## src/design/pig_pkg.sv

```systemverilog
// shared types, constants and row functions of the prime implicant generator
package pig_pkg;

	// number of input variables of the function (1 to 4)
	localparam int VARIABLES = 4;
	localparam int MASK_W    = VARIABLES;
	localparam int ROWS      = 1 << VARIABLES;
	localparam int FIELD_W   = 4;
	localparam int K_W       = (VARIABLES > 1) ? $clog2(VARIABLES) : 1;

	typedef struct packed {
		logic [FIELD_W-1:0] minterm;
		logic               last;
	} item_t;

	typedef struct packed {
		logic [FIELD_W-1:0] implicant_value;
		logic [FIELD_W-1:0] dont_care_mask;
		logic               final_res;
	} result_t;

	typedef enum logic [2:0] {
		ST_IDLE,
		ST_INIT,
		ST_RD,
		ST_WR,
		ST_ERD,
		ST_ELD,
		ST_SCAN,
		ST_FLUSH
	} state_t;

	// one row of the cube store holds the present bits of all values of one mask
	typedef struct packed {
		logic              rd_en;
		logic [MASK_W-1:0] rd_addr;
		logic              wr_en;
		logic [MASK_W-1:0] wr_addr;
		logic [ROWS-1:0]   wr_data;
	} ram_req_t;

	// cubes formed by joining pairs of a row across variable k, at value with bit k clear
	function automatic logic [ROWS-1:0] pair_row(input logic [ROWS-1:0] row,
		input logic [K_W-1:0] k);
		logic [ROWS-1:0] res;
		res = '0;
		for (int v = 0; v < ROWS; v++) begin
			for (int kk = 0; kk < VARIABLES; kk++) begin
				if ((K_W'(kk) == k) && (((v >> kk) & 1) == 0)) begin
					res[v] = row[v] & row[MASK_W'(v | (1 << kk))];
				end
			end
		end
		return res;
	endfunction

	// present cubes of a row that have no partner across any free variable
	function automatic logic [ROWS-1:0] prime_row(input logic [ROWS-1:0] row,
		input logic [MASK_W-1:0] mask);
		logic [ROWS-1:0] comb;
		comb = '0;
		for (int v = 0; v < ROWS; v++) begin
			for (int kk = 0; kk < VARIABLES; kk++) begin
				if (!mask[kk]) begin
					comb[v] = comb[v] | (row[v] & row[MASK_W'(v ^ (1 << kk))]);
				end
			end
		end
		return row & ~comb;
	endfunction

	// index of the lowest set bit
	function automatic logic [MASK_W-1:0] lowest_bit(input logic [ROWS-1:0] vec);
		logic [MASK_W-1:0] idx;
		idx = '0;
		for (int v = ROWS - 1; v >= 0; v--) begin
			if (vec[v]) begin
				idx = MASK_W'(v);
			end
		end
		return idx;
	endfunction

endpackage

```

## src/design/pig_row_ram.sv

```systemverilog
// cube store: one row per mask, registered read
module pig_row_ram (
	input  logic                          clk,
	input  pig_pkg::ram_req_t             req,
	output logic [pig_pkg::ROWS-1:0]      rd_data
);

	logic [pig_pkg::ROWS-1:0] mem [pig_pkg::ROWS];

	always_ff @(posedge clk) begin
		if (req.wr_en) begin
			mem[req.wr_addr] <= req.wr_data;
		end
	end

	always_ff @(posedge clk) begin
		if (req.rd_en) begin
			rd_data <= mem[req.rd_addr];
		end
	end

endmodule

```

## src/design/prime_implicant_generator.sv

```systemverilog
// top level: quine-mccluskey prime implicant generator
//
// minterms arrive one transaction each on item (start high while busy is low) and
// are merged into a registered bitmap, so a set loads at one minterm per clock;
// duplicates change nothing. the transaction with last set loads its minterm and then
// starts the reduction, during which busy stays high. the cube store is one memory
// of one row per mask (a bit per value) with a single read port, and the reduction
// builds each row from the rows one variable below it: one read per variable plus a
// write. emission then reads each row once, takes out its prime implicants one by
// one and ends in a closing flush state. results come in ascending order of mask,
// then value, each shown for exactly one cycle with result_valid high; the receiver
// cannot stall them, so it must take every strobe. final_res marks the last
// implicant of the set. the final result may appear in the first cycle after busy
// falls; every row is rewritten by the next reduction, so the store needs no
// clearing pass.
module prime_implicant_generator (
	input  logic             clk,
	input  logic             arst_n,
	input  logic             start,
	output logic             busy,
	input  pig_pkg::item_t   item,
	output logic             result_valid,
	output pig_pkg::result_t result
);

	localparam logic [pig_pkg::K_W-1:0]    KLAST = pig_pkg::K_W'(pig_pkg::VARIABLES - 1);
	localparam logic [pig_pkg::MASK_W-1:0] MLAST = pig_pkg::MASK_W'(pig_pkg::ROWS - 1);

	pig_pkg::state_t   state_q, state_nxt;
	pig_pkg::ram_req_t ram_req;
	pig_pkg::result_t  result_q;

	logic [pig_pkg::ROWS-1:0]   bitmap_q;     // loaded minterms
	logic [pig_pkg::ROWS-1:0]   acc_q;        // row under construction
	logic [pig_pkg::ROWS-1:0]   acc_nxt;
	logic [pig_pkg::ROWS-1:0]   prime_q;      // primes of the row being emitted
	logic [pig_pkg::ROWS-1:0]   rd_data;
	logic [pig_pkg::MASK_W-1:0] m_q;          // current mask (row)
	logic [pig_pkg::K_W-1:0]    k_q;          // variable index of the next read
	logic [pig_pkg::K_W-1:0]    k_s1;         // variable index of the returning read
	logic                       rd_valid_s1;
	logic [pig_pkg::MASK_W-1:0] low_v;
	logic [pig_pkg::MASK_W-1:0] pend_v_q, pend_m_q;
	logic                       pend_valid_q;
	logic                       res_valid_q;
	logic                       found;

	pig_row_ram u_ram (
		.clk     (clk),
		.req     (ram_req),
		.rd_data (rd_data)
	);

	// fold in the row one variable below, only when that variable is eliminated in m
	assign acc_nxt = acc_q | ((rd_valid_s1 && m_q[k_s1]) ?
		pig_pkg::pair_row(rd_data, k_s1) : '0);

	assign low_v = pig_pkg::lowest_bit(prime_q);
	assign found = (state_q == pig_pkg::ST_SCAN) && (prime_q != '0);

	always_ff @(posedge clk or negedge arst_n) begin
		if (!arst_n) begin
			state_q <= pig_pkg::ST_IDLE;
		end else begin
			state_q <= state_nxt;
		end
	end

	always_comb begin
		state_nxt       = state_q;
		busy            = 1'b1;
		ram_req         = '0;
		case (state_q)
			pig_pkg::ST_IDLE: begin
				busy = 1'b0;
				if (start && item.last) begin
					state_nxt = pig_pkg::ST_INIT;
				end
			end
			pig_pkg::ST_INIT: begin
				// row of mask zero is the minterm set itself
				ram_req.wr_en   = 1'b1;
				ram_req.wr_addr = '0;
				ram_req.wr_data = bitmap_q;
				state_nxt       = pig_pkg::ST_RD;
			end
			pig_pkg::ST_RD: begin
				ram_req.rd_en   = 1'b1;
				ram_req.rd_addr = m_q ^ (pig_pkg::MASK_W'(1) << k_q);
				if (k_q == KLAST) begin
					state_nxt = pig_pkg::ST_WR;
				end
			end
			pig_pkg::ST_WR: begin
				ram_req.wr_en   = 1'b1;
				ram_req.wr_addr = m_q;
				ram_req.wr_data = acc_nxt;
				state_nxt       = (m_q == MLAST) ? pig_pkg::ST_ERD : pig_pkg::ST_RD;
			end
			pig_pkg::ST_ERD: begin
				ram_req.rd_en   = 1'b1;
				ram_req.rd_addr = m_q;
				state_nxt       = pig_pkg::ST_ELD;
			end
			pig_pkg::ST_ELD: begin
				state_nxt = pig_pkg::ST_SCAN;
			end
			pig_pkg::ST_SCAN: begin
				if (prime_q == '0) begin
					state_nxt = (m_q == MLAST) ? pig_pkg::ST_FLUSH : pig_pkg::ST_ERD;
				end
			end
			pig_pkg::ST_FLUSH: begin
				state_nxt = pig_pkg::ST_IDLE;
			end
			default: begin
				state_nxt = pig_pkg::ST_IDLE;
			end
		endcase
	end

	// sequencing counters and the reduction accumulator
	always_ff @(posedge clk or negedge arst_n) begin
		if (!arst_n) begin
			m_q         <= '0;
			k_q         <= '0;
			k_s1        <= '0;
			rd_valid_s1 <= 1'b0;
			acc_q       <= '0;
			bitmap_q    <= '0;
		end else begin
			rd_valid_s1 <= (state_q == pig_pkg::ST_RD);
			k_s1        <= k_q;
			case (state_q)
				pig_pkg::ST_IDLE: begin
					if (start) begin
						bitmap_q <= bitmap_q |
							(pig_pkg::ROWS'(1) << item.minterm[pig_pkg::MASK_W-1:0]);
					end
				end
				pig_pkg::ST_INIT: begin
					m_q   <= pig_pkg::MASK_W'(1);
					k_q   <= '0;
					acc_q <= '0;
				end
				pig_pkg::ST_RD: begin
					k_q   <= k_q + 1'b1;
					acc_q <= acc_nxt;
				end
				pig_pkg::ST_WR: begin
					// wraps to mask zero for the emission sweep
					m_q   <= m_q + 1'b1;
					k_q   <= '0;
					acc_q <= '0;
				end
				pig_pkg::ST_SCAN: begin
					if (prime_q == '0) begin
						m_q <= m_q + 1'b1;
					end
				end
				pig_pkg::ST_FLUSH: begin
					bitmap_q <= '0;
				end
				default: begin
				end
			endcase
		end
	end

	always_ff @(posedge clk) begin
		if (state_q == pig_pkg::ST_ELD) begin
			prime_q <= pig_pkg::prime_row(rd_data, m_q);
		end else if (found) begin
			prime_q <= prime_q & ~(pig_pkg::ROWS'(1) << low_v);
		end
	end

	// one-deep holding slot: an implicant leaves only once the next one, or the end, is known
	always_ff @(posedge clk or negedge arst_n) begin
		if (!arst_n) begin
			pend_valid_q <= 1'b0;
			res_valid_q  <= 1'b0;
		end else begin
			res_valid_q <= (found && pend_valid_q) || (state_q == pig_pkg::ST_FLUSH);
			if (found) begin
				pend_valid_q <= 1'b1;
			end else if (state_q == pig_pkg::ST_FLUSH) begin
				pend_valid_q <= 1'b0;
			end
		end
	end

	always_ff @(posedge clk) begin
		if (found) begin
			pend_v_q <= low_v;
			pend_m_q <= m_q;
		end
		if (found || (state_q == pig_pkg::ST_FLUSH)) begin
			result_q.implicant_value <= pig_pkg::FIELD_W'(pend_v_q);
			result_q.dont_care_mask  <= pig_pkg::FIELD_W'(pend_m_q);
			result_q.final_res       <= (state_q == pig_pkg::ST_FLUSH);
		end
	end

	assign result_valid = res_valid_q;
	assign result       = result_q;

endmodule

```

## config.mk

```make
export PLATFORM = sky130hd
export DESIGN_NAME = prime_implicant_generator
export DESIGN_NICKNAME = d
export VERILOG_FILES = /design/src/design/pig_pkg.sv /design/src/design/pig_row_ram.sv /design/src/design/prime_implicant_generator.sv
export SDC_FILE = /design/constraint.sdc
export NUM_CORES = 1
export LEC_CHECK = 0
export BUFFER_PORTS_ARGS = -buffer_cell sky130_fd_sc_hd__buf_2
export CAP_MARGIN = 20
export CORE_UTILIZATION = 28
export DETAILED_ROUTE_END_ITERATION = 8
export HOLD_SLACK_MARGIN = 0.12
export PLACE_DENSITY = 0.51
export SLEW_MARGIN = 10
export SYNTH_ARGS = -nofsm -noshare
export SYNTH_HDL_FRONTEND = slang
export SYNTH_SLANG_ARGS = --single-unit
```

## constraint.sdc

```tcl
create_clock -name clk -period 3.3 [get_ports clk]
set_input_delay 0.495 -clock clk [delete_from_list [all_inputs] [get_ports clk]]
set_output_delay 0.495 -clock clk [all_outputs]
set_load 0.1 [all_outputs]
```

==> results of run 1 <==
-- placed cells by master (no fill, tap or decap), drive strengths merged, types with 6 or more instances in the layout --
master  Yosys  final
and2       10     10
a22o       17     17
a22oi      33     33
buf        29     78
a21oi     123    123
dfrtp      37     37
nor2b       7      7
o22ai       7      7
a31oi      47     47
clkinv      1     10
nand3      12     12
clkbuf     49     53
inv        21     23
nor3       14     14
a221o      17     17
a31o       32     32
nor2       65     65
nand2b      7      7
nand3b     34     34
nor4        6      6
o21ai      33     33
edfxtp    305    305
nand2     109    109
o32ai      19     19
-- final timing paths --
check,start,endpoint,slack [ns],depth (start not counted)
worst max-delay path,k_q[1],u_ram.rd_data[6],0.36,9
worst max register to register,k_q[1],u_ram.rd_data[6],0.36,9
max in group asynchronous,arst_n,state_q[0],1.97,2
min in group asynchronous,arst_n,acc_q[4],0.67,2
worst min-delay path,item[3],bitmap_q[15],0.32,3
worst min register to register,pend_m_q[2],result[3],0.42,0
-- flip-flops by register name, summed over array words and instances, names as in the netlist --
name,cells
bitmap_q,16
m_q,4
k_q,2
u_ram.mem,256
result,9
pend_valid_q,1
rd_valid_s1,1
u_ram.rd_data,16
pend_m_q,4
result_valid,1
state_q,3
k_s1,2
acc_q,7
pend_v_q,4
prime_q,16
-- what timing repair did --
item,in CTS,in global routing
hold buffers,1,0
setup buffers,0,0
endpoints found under the hold margin,12,0
-- final cells by class --
type,count,area share
flip-flops and latches,342,0.6001
multi-input cells,653,0.2384
clock buffers,53,0.06298
well taps,672,0.05003
repair buffers,79,0.03648
clock inverters,14,0.007147
inverters,22,0.004913
-- per-layer routing --
layer | global-route usage | wire (microns)
met5 | 0 | 0
met4 | 0.03833 | 658
met3 | 0.02017 | 1786
met2 | 0.2382 | 18590
met1 | 0.2058 | 17890
-- power groups by stage --
stage | Combinational, mW | Sequential, mW | Clock (mW)
global placement | 8.05 | 6.09 | 0
floorplan | 5.50 | 6.06 | 0
finish | 8.11 | 6.01 | 4.06
detailed placement | 8.12 | 6.09 | 0
CTS | 8.14 | 6.01 | 4.15
global route | 8.84 | 6.06 | 4.30
-- worst reg2reg max path, cell delays in order, from the launching register on --
cell and delay, ns:
dfrtp_1 0.38, inv_1 0.10, ha_1 0.20, xnor2_1 0.28
o32a_2 0.87, buf_4 0.31, a31o_2 0.12, a21oi_2 0.03
o32ai_1 0.31, a221o_1 0.19
-- cells by family (layout without fill, tap and decap cells) --
group                      Yosys count  count (layout)
AOI/OAI and AO/OA                  361             361
DFF                                342             342
and+or+nand+nor                    277             277
buffers and inverters              100             168
muxes                                6               6
adders and majority gates            5               5
xor gates and xnor gates             4               4
==> impl_metrics.ini, run 1 <==
[sta]
worstMarginPinSlew_ns = 1.103
fin_setup_tns_ns = 0
setup_viol = 0
fmax_ghz = 0.3407
hold_violations = 0
holdWs_ns = 0.3242
max_slew_margin = 0.2637
finalCritPeriodShare = 0.8894
setup_ws_ns = 0.3649
fin_skew_ns = 0.02060
fin_crit_ns = 2.935
timing.final.max_slew_violations = 0
rsz0062_at_grt = no

[floorplanning]
row_count = 82
fp.coreArea_sq_um = 50580
die_area_sq_um = 52630
ios = 19
die_x_microns = 229.4
die_h_microns = 229.4
start_util = 0.2863

[clock_network]
cts_buffers = 38
cts_tree = done
clk_pin_slew_worst_paths_ns = 0.06
cts_resized = 0
cts_root_buf = clkbuf_16
cts.htree.levels = 2
clk_path_buf_depth = 3
clock_sinks = 342
clock_latency_ns = 0.53

[job]
timing.max_cap.violations = 0

[yosys]
synth_commonest_cells = edfxtp_1, a21oi_1, nand2_1
ys.flop_type = edfxtp_1
synthXorXnorAreaFrac = 0.002419
synth-simple-area-share = 0.09185
yosysTopAreaCell = edfxtp_1
async_reset_ff_frac = 0.1082
synth_area_per_cell_sq_um = 13.22
yosys_warnings = 0
synth_mux_area_frac = 0.004320
synth_area_sq_um = 14480
synth_fa_ha_area_frac = 0.004320
yosysMostFrequentCell = edfxtp_1
yosysUniqueCellTypes = 65
syn-num-nets = 1108
synth_edf_count = 305
yosysTopAreaCellShare = 0.6325
synth_compound_area_frac = 0.1693
synth_top_family_by_area = compound AO/OA/AOI/OAI gates
netlist_instances = 1095
synth_area_leaders = edfxtp_1, dfrtp_1, a21oi_1, nand2_1, a31oi_1
ys_seq_area_frac = 0.6964
ys_ff_latch = 342

[cells_and_area]
fin_nets = 1149
post-route-util = 0.3323
drive_gt1_frac = 0.1488
finalNonFillerCells = 1835
antenna_cells = 0
seqCellArea_sq_um = 10090
multi_input_area_sq_um = 4006
fill_cells = 4939
syn2layout_area_growth_pct = 16.07
design_area_sq_um = 16810

[place]
dp_hpwl_microns = 23520
placed_cells = 1767
place_congestion = 0.8435
dp_slack_ns = 0.3725
placed_cell_area_sq_um = 15620
portBuffers = 18

[worst_setup_path]
path_cells = inv_1, ha_1, xnor2_1, o32a_2, buf_4, a31o_2, a21oi_2, o32ai_1, a221o_1
cp.buffers_inverters = 2
crit_family = compound AO/OA/AOI/OAI gates
cp-end-kind = flop
timing_worst_setup_path_type = flop to flop
crit_arrival_ns = 3.31
critical-path-max-stage-delay_ns = 0.87
critical_path_peak_fanout = 36
crit_required_ns = 3.68
worst_setup_path_start_kind = flop
critical-path-slowest-cell = o32a_2

[routing]
ant_nets = 0
via_count = 9540
via_per_inst = 5.199
wire_per_inst_microns = 21.21
route.detailed.drc = 0
dr.pass1.iters = 7
wl_microns = 38920
drt_iter0_markers = 867

[power_and_ir_drop]
comb_power_share = 0.446
netSwitchingPower_mw = 7.226
switching_share = 0.3975
seqPwrFrac = 0.330
powerDensity_nw_per_um2 = 1082
clkPwrFrac = 0.223
power_mw = 18.18
peakVddDrop_mv = 0.8002
p_leak_nw = 5.625
internal_power_mw = 10.95

[global_route]
grt_antenna_before_repair = 0
grt_pass1_wl_microns = 58860
overflow = 0
grt_max_degree = 65
grt_pass1_vias = 9196
grtUsageTotal = 0.1470

[outcome]
outcome = finished clean

[worst_hold_path]
hp-class = primary input to flop
Note: power is estimated with default switching activity, not from simulation.
==> run 2, diff against run 1 <==
--- a/config.mk
+++ b/config.mk
@@ -6,11 +6,9 @@
 export NUM_CORES = 1
 export LEC_CHECK = 0
 export BUFFER_PORTS_ARGS = -buffer_cell sky130_fd_sc_hd__buf_2
-export CAP_MARGIN = 20
 export CORE_UTILIZATION = 28
 export DETAILED_ROUTE_END_ITERATION = 8
 export HOLD_SLACK_MARGIN = 0.12
-export PLACE_DENSITY = 0.51
 export SLEW_MARGIN = 10
 export SYNTH_ARGS = -nofsm -noshare
 export SYNTH_HDL_FRONTEND = slang
==> impl_metrics.ini, run 2 (synthesized netlist as in run 1, its figures left out) <==
[floorplanning]
die_area_sq_um = 52630
start_util = 0.2863
ios = 19
die_h_microns = 229.4
row_count = 82
fp.coreArea_sq_um = 50580
die_x_microns = 229.4

[routing]
drt_iter0_markers = 914
via_count = 9438
dr.pass1.iters = 6
wl_microns = 36230
via_per_inst = 5.172
wire_per_inst_microns = 19.85
ant_nets = 0
route.detailed.drc = 0

[power_and_ir_drop]
clkPwrFrac = 0.216
netSwitchingPower_mw = 7.016
internal_power_mw = 10.72
peakVddDrop_mv = 0.8763
seqPwrFrac = 0.337
p_leak_nw = 5.570
powerDensity_nw_per_um2 = 1063
comb_power_share = 0.447
switching_share = 0.3956

[worst_setup_path]
worst_setup_path_start_kind = flop
timing_worst_setup_path_type = flop to flop
cp.depth = 9
cp-startpoint = k_q[1]
reg2reg_depth = 9
critical-path-max-stage-delay_ns = 0.62
critical-path-slowest-cell = o32a_2
crit_arrival_ns = 3.17
critical_path_peak_fanout = 20
cp-end-kind = flop
r2r_start = k_q[1]
cp.buffers_inverters = 2
path_cells = inv_1, ha_1, xnor2_1, o32a_2, buf_12, a31o_2, a21oi_2, o32ai_1, a221o_1
crit_path_end = u_ram.rd_data[9]
crit_required_ns = 3.69
r2r-end = u_ram.rd_data[9]
crit_family = compound AO/OA/AOI/OAI gates
rrSetupSlack_ns = 0.52

[clock_network]
clock_sinks = 342
cts_root_buf = clkbuf_16
cts_resized = 0
cts_setup_buffers = 0
clk_pin_slew_worst_paths_ns = 0.07
cts_tree = done
cts_hold_buf = 0
clock_latency_ns = 0.52
cts_buffers = 36
clk_path_buf_depth = 3
cts.htree.levels = 2

[global_route]
grtUsageTotal = 0.1367
grt_pass1_wl_microns = 56060
overflow = 0
grt_antenna_before_repair = 0
grt_max_degree = 65
grt_pass1_vias = 9263

[cells_and_area]
largest_register = u_ram.mem
design_area_sq_um = 16680
drive_gt1_frac = 0.1396
largest_reg_flops = 256
syn2layout_area_growth_pct = 15.20
antenna_cells = 0
fin_nets = 1141
final_common_cell = edfxtp_1
mostFrequentLayoutCells = edfxtp_1, a21oi_1, nand2_1, nor2_1, buf_4

[place]
placed_cell_area_sq_um = 15570
place_congestion = 0.8214
dp_hpwl_microns = 22540
portBuffers = 18

[sta]
max_slew_margin = 0.3967
rsz0062_at_grt = no
fmax_ghz = 0.3596
fin_skew_ns = 0.01481
fin_setup_tns_ns = 0
fin_crit_ns = 2.781
setup_viol = 0
worstMarginPinSlew_ns = 0.9050
timing.final.max_slew_violations = 0
finalCritPeriodShare = 0.8428
hold_violations = 0

[worst_hold_path]
hp-class = primary input to asynchronous set/reset pin

[outcome]
outcome = finished clean

[job]
timing.max_cap.violations = 0
[run 2: changes by cell type in the layout (fill, tap and decap cells not counted), sizes merged]
cell / before / now
clkbuf: 53 / 42
clkinvlp: 1 / 3
clkinv: 10 / 14
inv: 23 / 24
buf: 78 / 73
dlygate4sd3: 1 / 0
[run 2: power groups by stage]
stage	clock (mW)	combinational (mW)	sequential, mW
2_1_floorplan	0	5.50	6.06
3_3_place_gp	0	7.76	6.05
3_5_place_dp	0	7.88	6.05
6_report	3.84	7.92	5.97
4_1_cts	3.93	7.91	5.97
5_1_grt	4.07	8.60	6.04
[run 2: worst min-delay path by stage]
stage	end	slack (ns)	cells after the start
2_1_floorplan	acc_q[0]	0.20	0
3_3_place_gp	result[3]	0.41	0
3_5_place_dp	result[3]	0.41	0
4_1_cts	acc_q[4]	0.12	1
5_1_grt	acc_q[4]	0.17	1
6_report	acc_q[4]	0.10	1
[run 2: area by class of cell]
type                    instances  area [sq um]
fillers                      4895         33900
flip-flops and latches        342         10090
multi-input cells             653          3986
clock buffers                  42         944.7
well taps                     672         840.8
repair buffers                 73         578.1
clock inverters                21         162.7
inverters                      22         82.58
[run 2: routing by layer]
metal / vias up / share of wire / track usage
li1: 4315 / - / -
met1: 4742 / 0.45 / 0.1905
met2: 317 / 0.46 / 0.2181
met3: 64 / 0.060 / 0.01905
met4: 0 / 0.028 / 0.04521
met5: - / 0 / 0
[run 2: metrics by stage]
step / worst slack, ns / power [mW] / hold slack, ns / std cells / util
after global placement: 0.6075 / 13.81 / 0.4056 / 1762 / 0.3079
after global routing: 0.3477 / 18.70 / 0.1708 / 1825 / 0.3298
after floorplan: 0.2604 / 11.56 / 0.1994 / 1095 / -
after CTS: 0.5178 / 17.81 / 0.1229 / 1825 / 0.3298
final: 0.5188 / 17.73 / 0.1038 / 1825 / 0.3298
after detailed placement: 0.5859 / 13.93 / 0.4063 / 1762 / 0.3079
==> run 3, diff against run 2 <==
==> constraint.sdc (replaced) <==
create_clock -name clk -period 2.8 [get_ports clk]
set_input_delay 0.42 -clock clk [delete_from_list [all_inputs] [get_ports clk]]
set_output_delay 0.42 -clock clk [all_outputs]
set_load 0.1 [all_outputs]
==> impl_metrics.ini, run 3 (synthesized netlist as in run 1, its figures left out) <==
[clock_network]
clock_sinks = 342
clk_path_buf_depth = 3
cts_tree = done
cts.htree.levels = 2
cts_buffers = 36
cts_root_buf = clkbuf_16
clk_pin_slew_worst_paths_ns = 0.06
clock_latency_ns = 0.53

[sta]
fmax_ghz = 0.3753
worstMarginPinSlew_ns = 0.8967
holdWs_ns = 0.2652
timing.final.max_slew_violations = 0
max_slew_margin = 0.4022
fin_crit_ns = 2.665
fin_skew_ns = 0.02339
fin_setup_tns_ns = 0
hold_violations = 0
rsz0062_at_grt = no
setup_viol = 0
finalCritPeriodShare = 0.9517

[cells_and_area]
largest_reg_flops = 256
mostFrequentLayoutCells = edfxtp_1, a21oi_1, nand2_1, nor2_1, buf_4
final_common_cell = edfxtp_1
syn2layout_area_growth_pct = 15.74
antenna_cells = 0
largest_register = u_ram.mem
fin_nets = 1156
post-route-util = 0.3313
drive_gt1_frac = 0.1442

[global_route]
grt_pass1_vias = 9444
use_met2 = 0.2262
grtUsageTotal = 0.1418
grt_pass1_wl_microns = 57860
grt_max_degree = 65
grt_antenna_before_repair = 0
overflow = 0
grt.met3_usage = 0.02129
grt_busiest_layer = met2
grt_use_met1 = 0.1935

[worst_setup_path]
crit_required_ns = 3.07
cp-end-kind = flop
worst_setup_path_start_kind = flop
r2r_start = state_q[0]
critical_path_peak_fanout = 64
crit_arrival_ns = 2.94
timing_worst_setup_path_type = flop to flop
cp-startpoint = state_q[0]

[floorplanning]
ios = 19
die_h_microns = 229.4
die_area_sq_um = 52630
row_count = 82
die_x_microns = 229.4
fp.coreArea_sq_um = 50580
start_util = 0.2863

[power_and_ir_drop]
power_mw = 21.06
powerDensity_nw_per_um2 = 1257
peakVddDrop_mv = 0.6787
p_leak_nw = 5.632

[routing]
dr.pass1.iters = 5
via_per_inst = 5.230
ant_nets = 0
drt_iter0_markers = 910
route.detailed.drc = 0
via_count = 9607
wl_microns = 37430
wire_per_inst_microns = 20.37

[job]
timing.max_cap.violations = 0

[place]
portBuffers = 18
place_congestion = 0.8661
dp_hpwl_microns = 23440

[worst_hold_path]
hp-class = primary input to flop
holdCritStartpoint = item[1]

[outcome]
outcome = finished clean
==> run 3: cell count changes in the layout (fill, tap and decap cells not counted), sizes merged <==
cell / delta
buf: +14
bufinv: -2
clkbuf: +8
clkinv: -4
clkinvlp: -3
dlygate4sd3: +1
inv: -2
==> run 3: worst paths after layout <==
check	to	slack, ns	cells past startpoint
max reg2reg	u_ram.rd_data[5]	0.14	8
min reg2reg	result[7]	0.42	0
min	bitmap_q[7]	0.27	3
max	u_ram.rd_data[5]	0.14	8
min in group asynchronous	acc_q[4]	0.56	2
max in group asynchronous	state_q[0]	1.59	2
==> run 3: critical path, cell delays in order, from the launching register on <==
cell	delay [ns]
dfrtp_2	0.45
or3b_4	0.44
or2_2	0.36
buf_12	0.20
a31o_1	0.25
a21oi_1	0.13
o32ai_1	0.10
buf_4	0.16
a221o_1	0.27
==> run 3: area by class of cell <==
cell class / instances / area [sq um]
tap: 672 / 840.8
sequential: 342 / 10090
inverter: 22 / 82.58
clock inverter: 10 / 56.30
clock buffer: 50 / 983.4
timing repair buffer: 88 / 718.2
fill: 4929 / 33820
multi-input combinational: 653 / 3991
==> run 3: metal layers <==
layer  share of wire  wire (microns)
met5               0               0
met4           0.029            1103
met3           0.056            2091
met2            0.47           17520
met1            0.45           16710
==> run 3: report_power, final <==
group          switching (mW)  internal (mW)  leakage (nW)
Clock                    1.90           2.44         0.504
Combinational            6.03           3.63          1.97
Sequential              0.471           6.58          3.16
==> run 3: metrics by stage <==
stage	instances	setup WS, ns	cell area [sq um]
detailed placement	1776	0.1587	15700
global route	1837	0.01763	16760
floorplan	1095	0.2002	14500
global placement	1776	0.1904	15700
CTS	1837	0.1526	16750
finish	1837	0.1353	16760
==> run 3: what timing repair did <==
| item | 4_1_cts | 5_1_grt |
|---|---|---|
| endpoints found under the setup margin | 0 | 1 |
| hold endpoints to repair | 37 | 0 |
| hold buffers | 1 | 0 |
| gates resized for setup | 0 | 1 |
| buffers inserted | 0 | 0 |
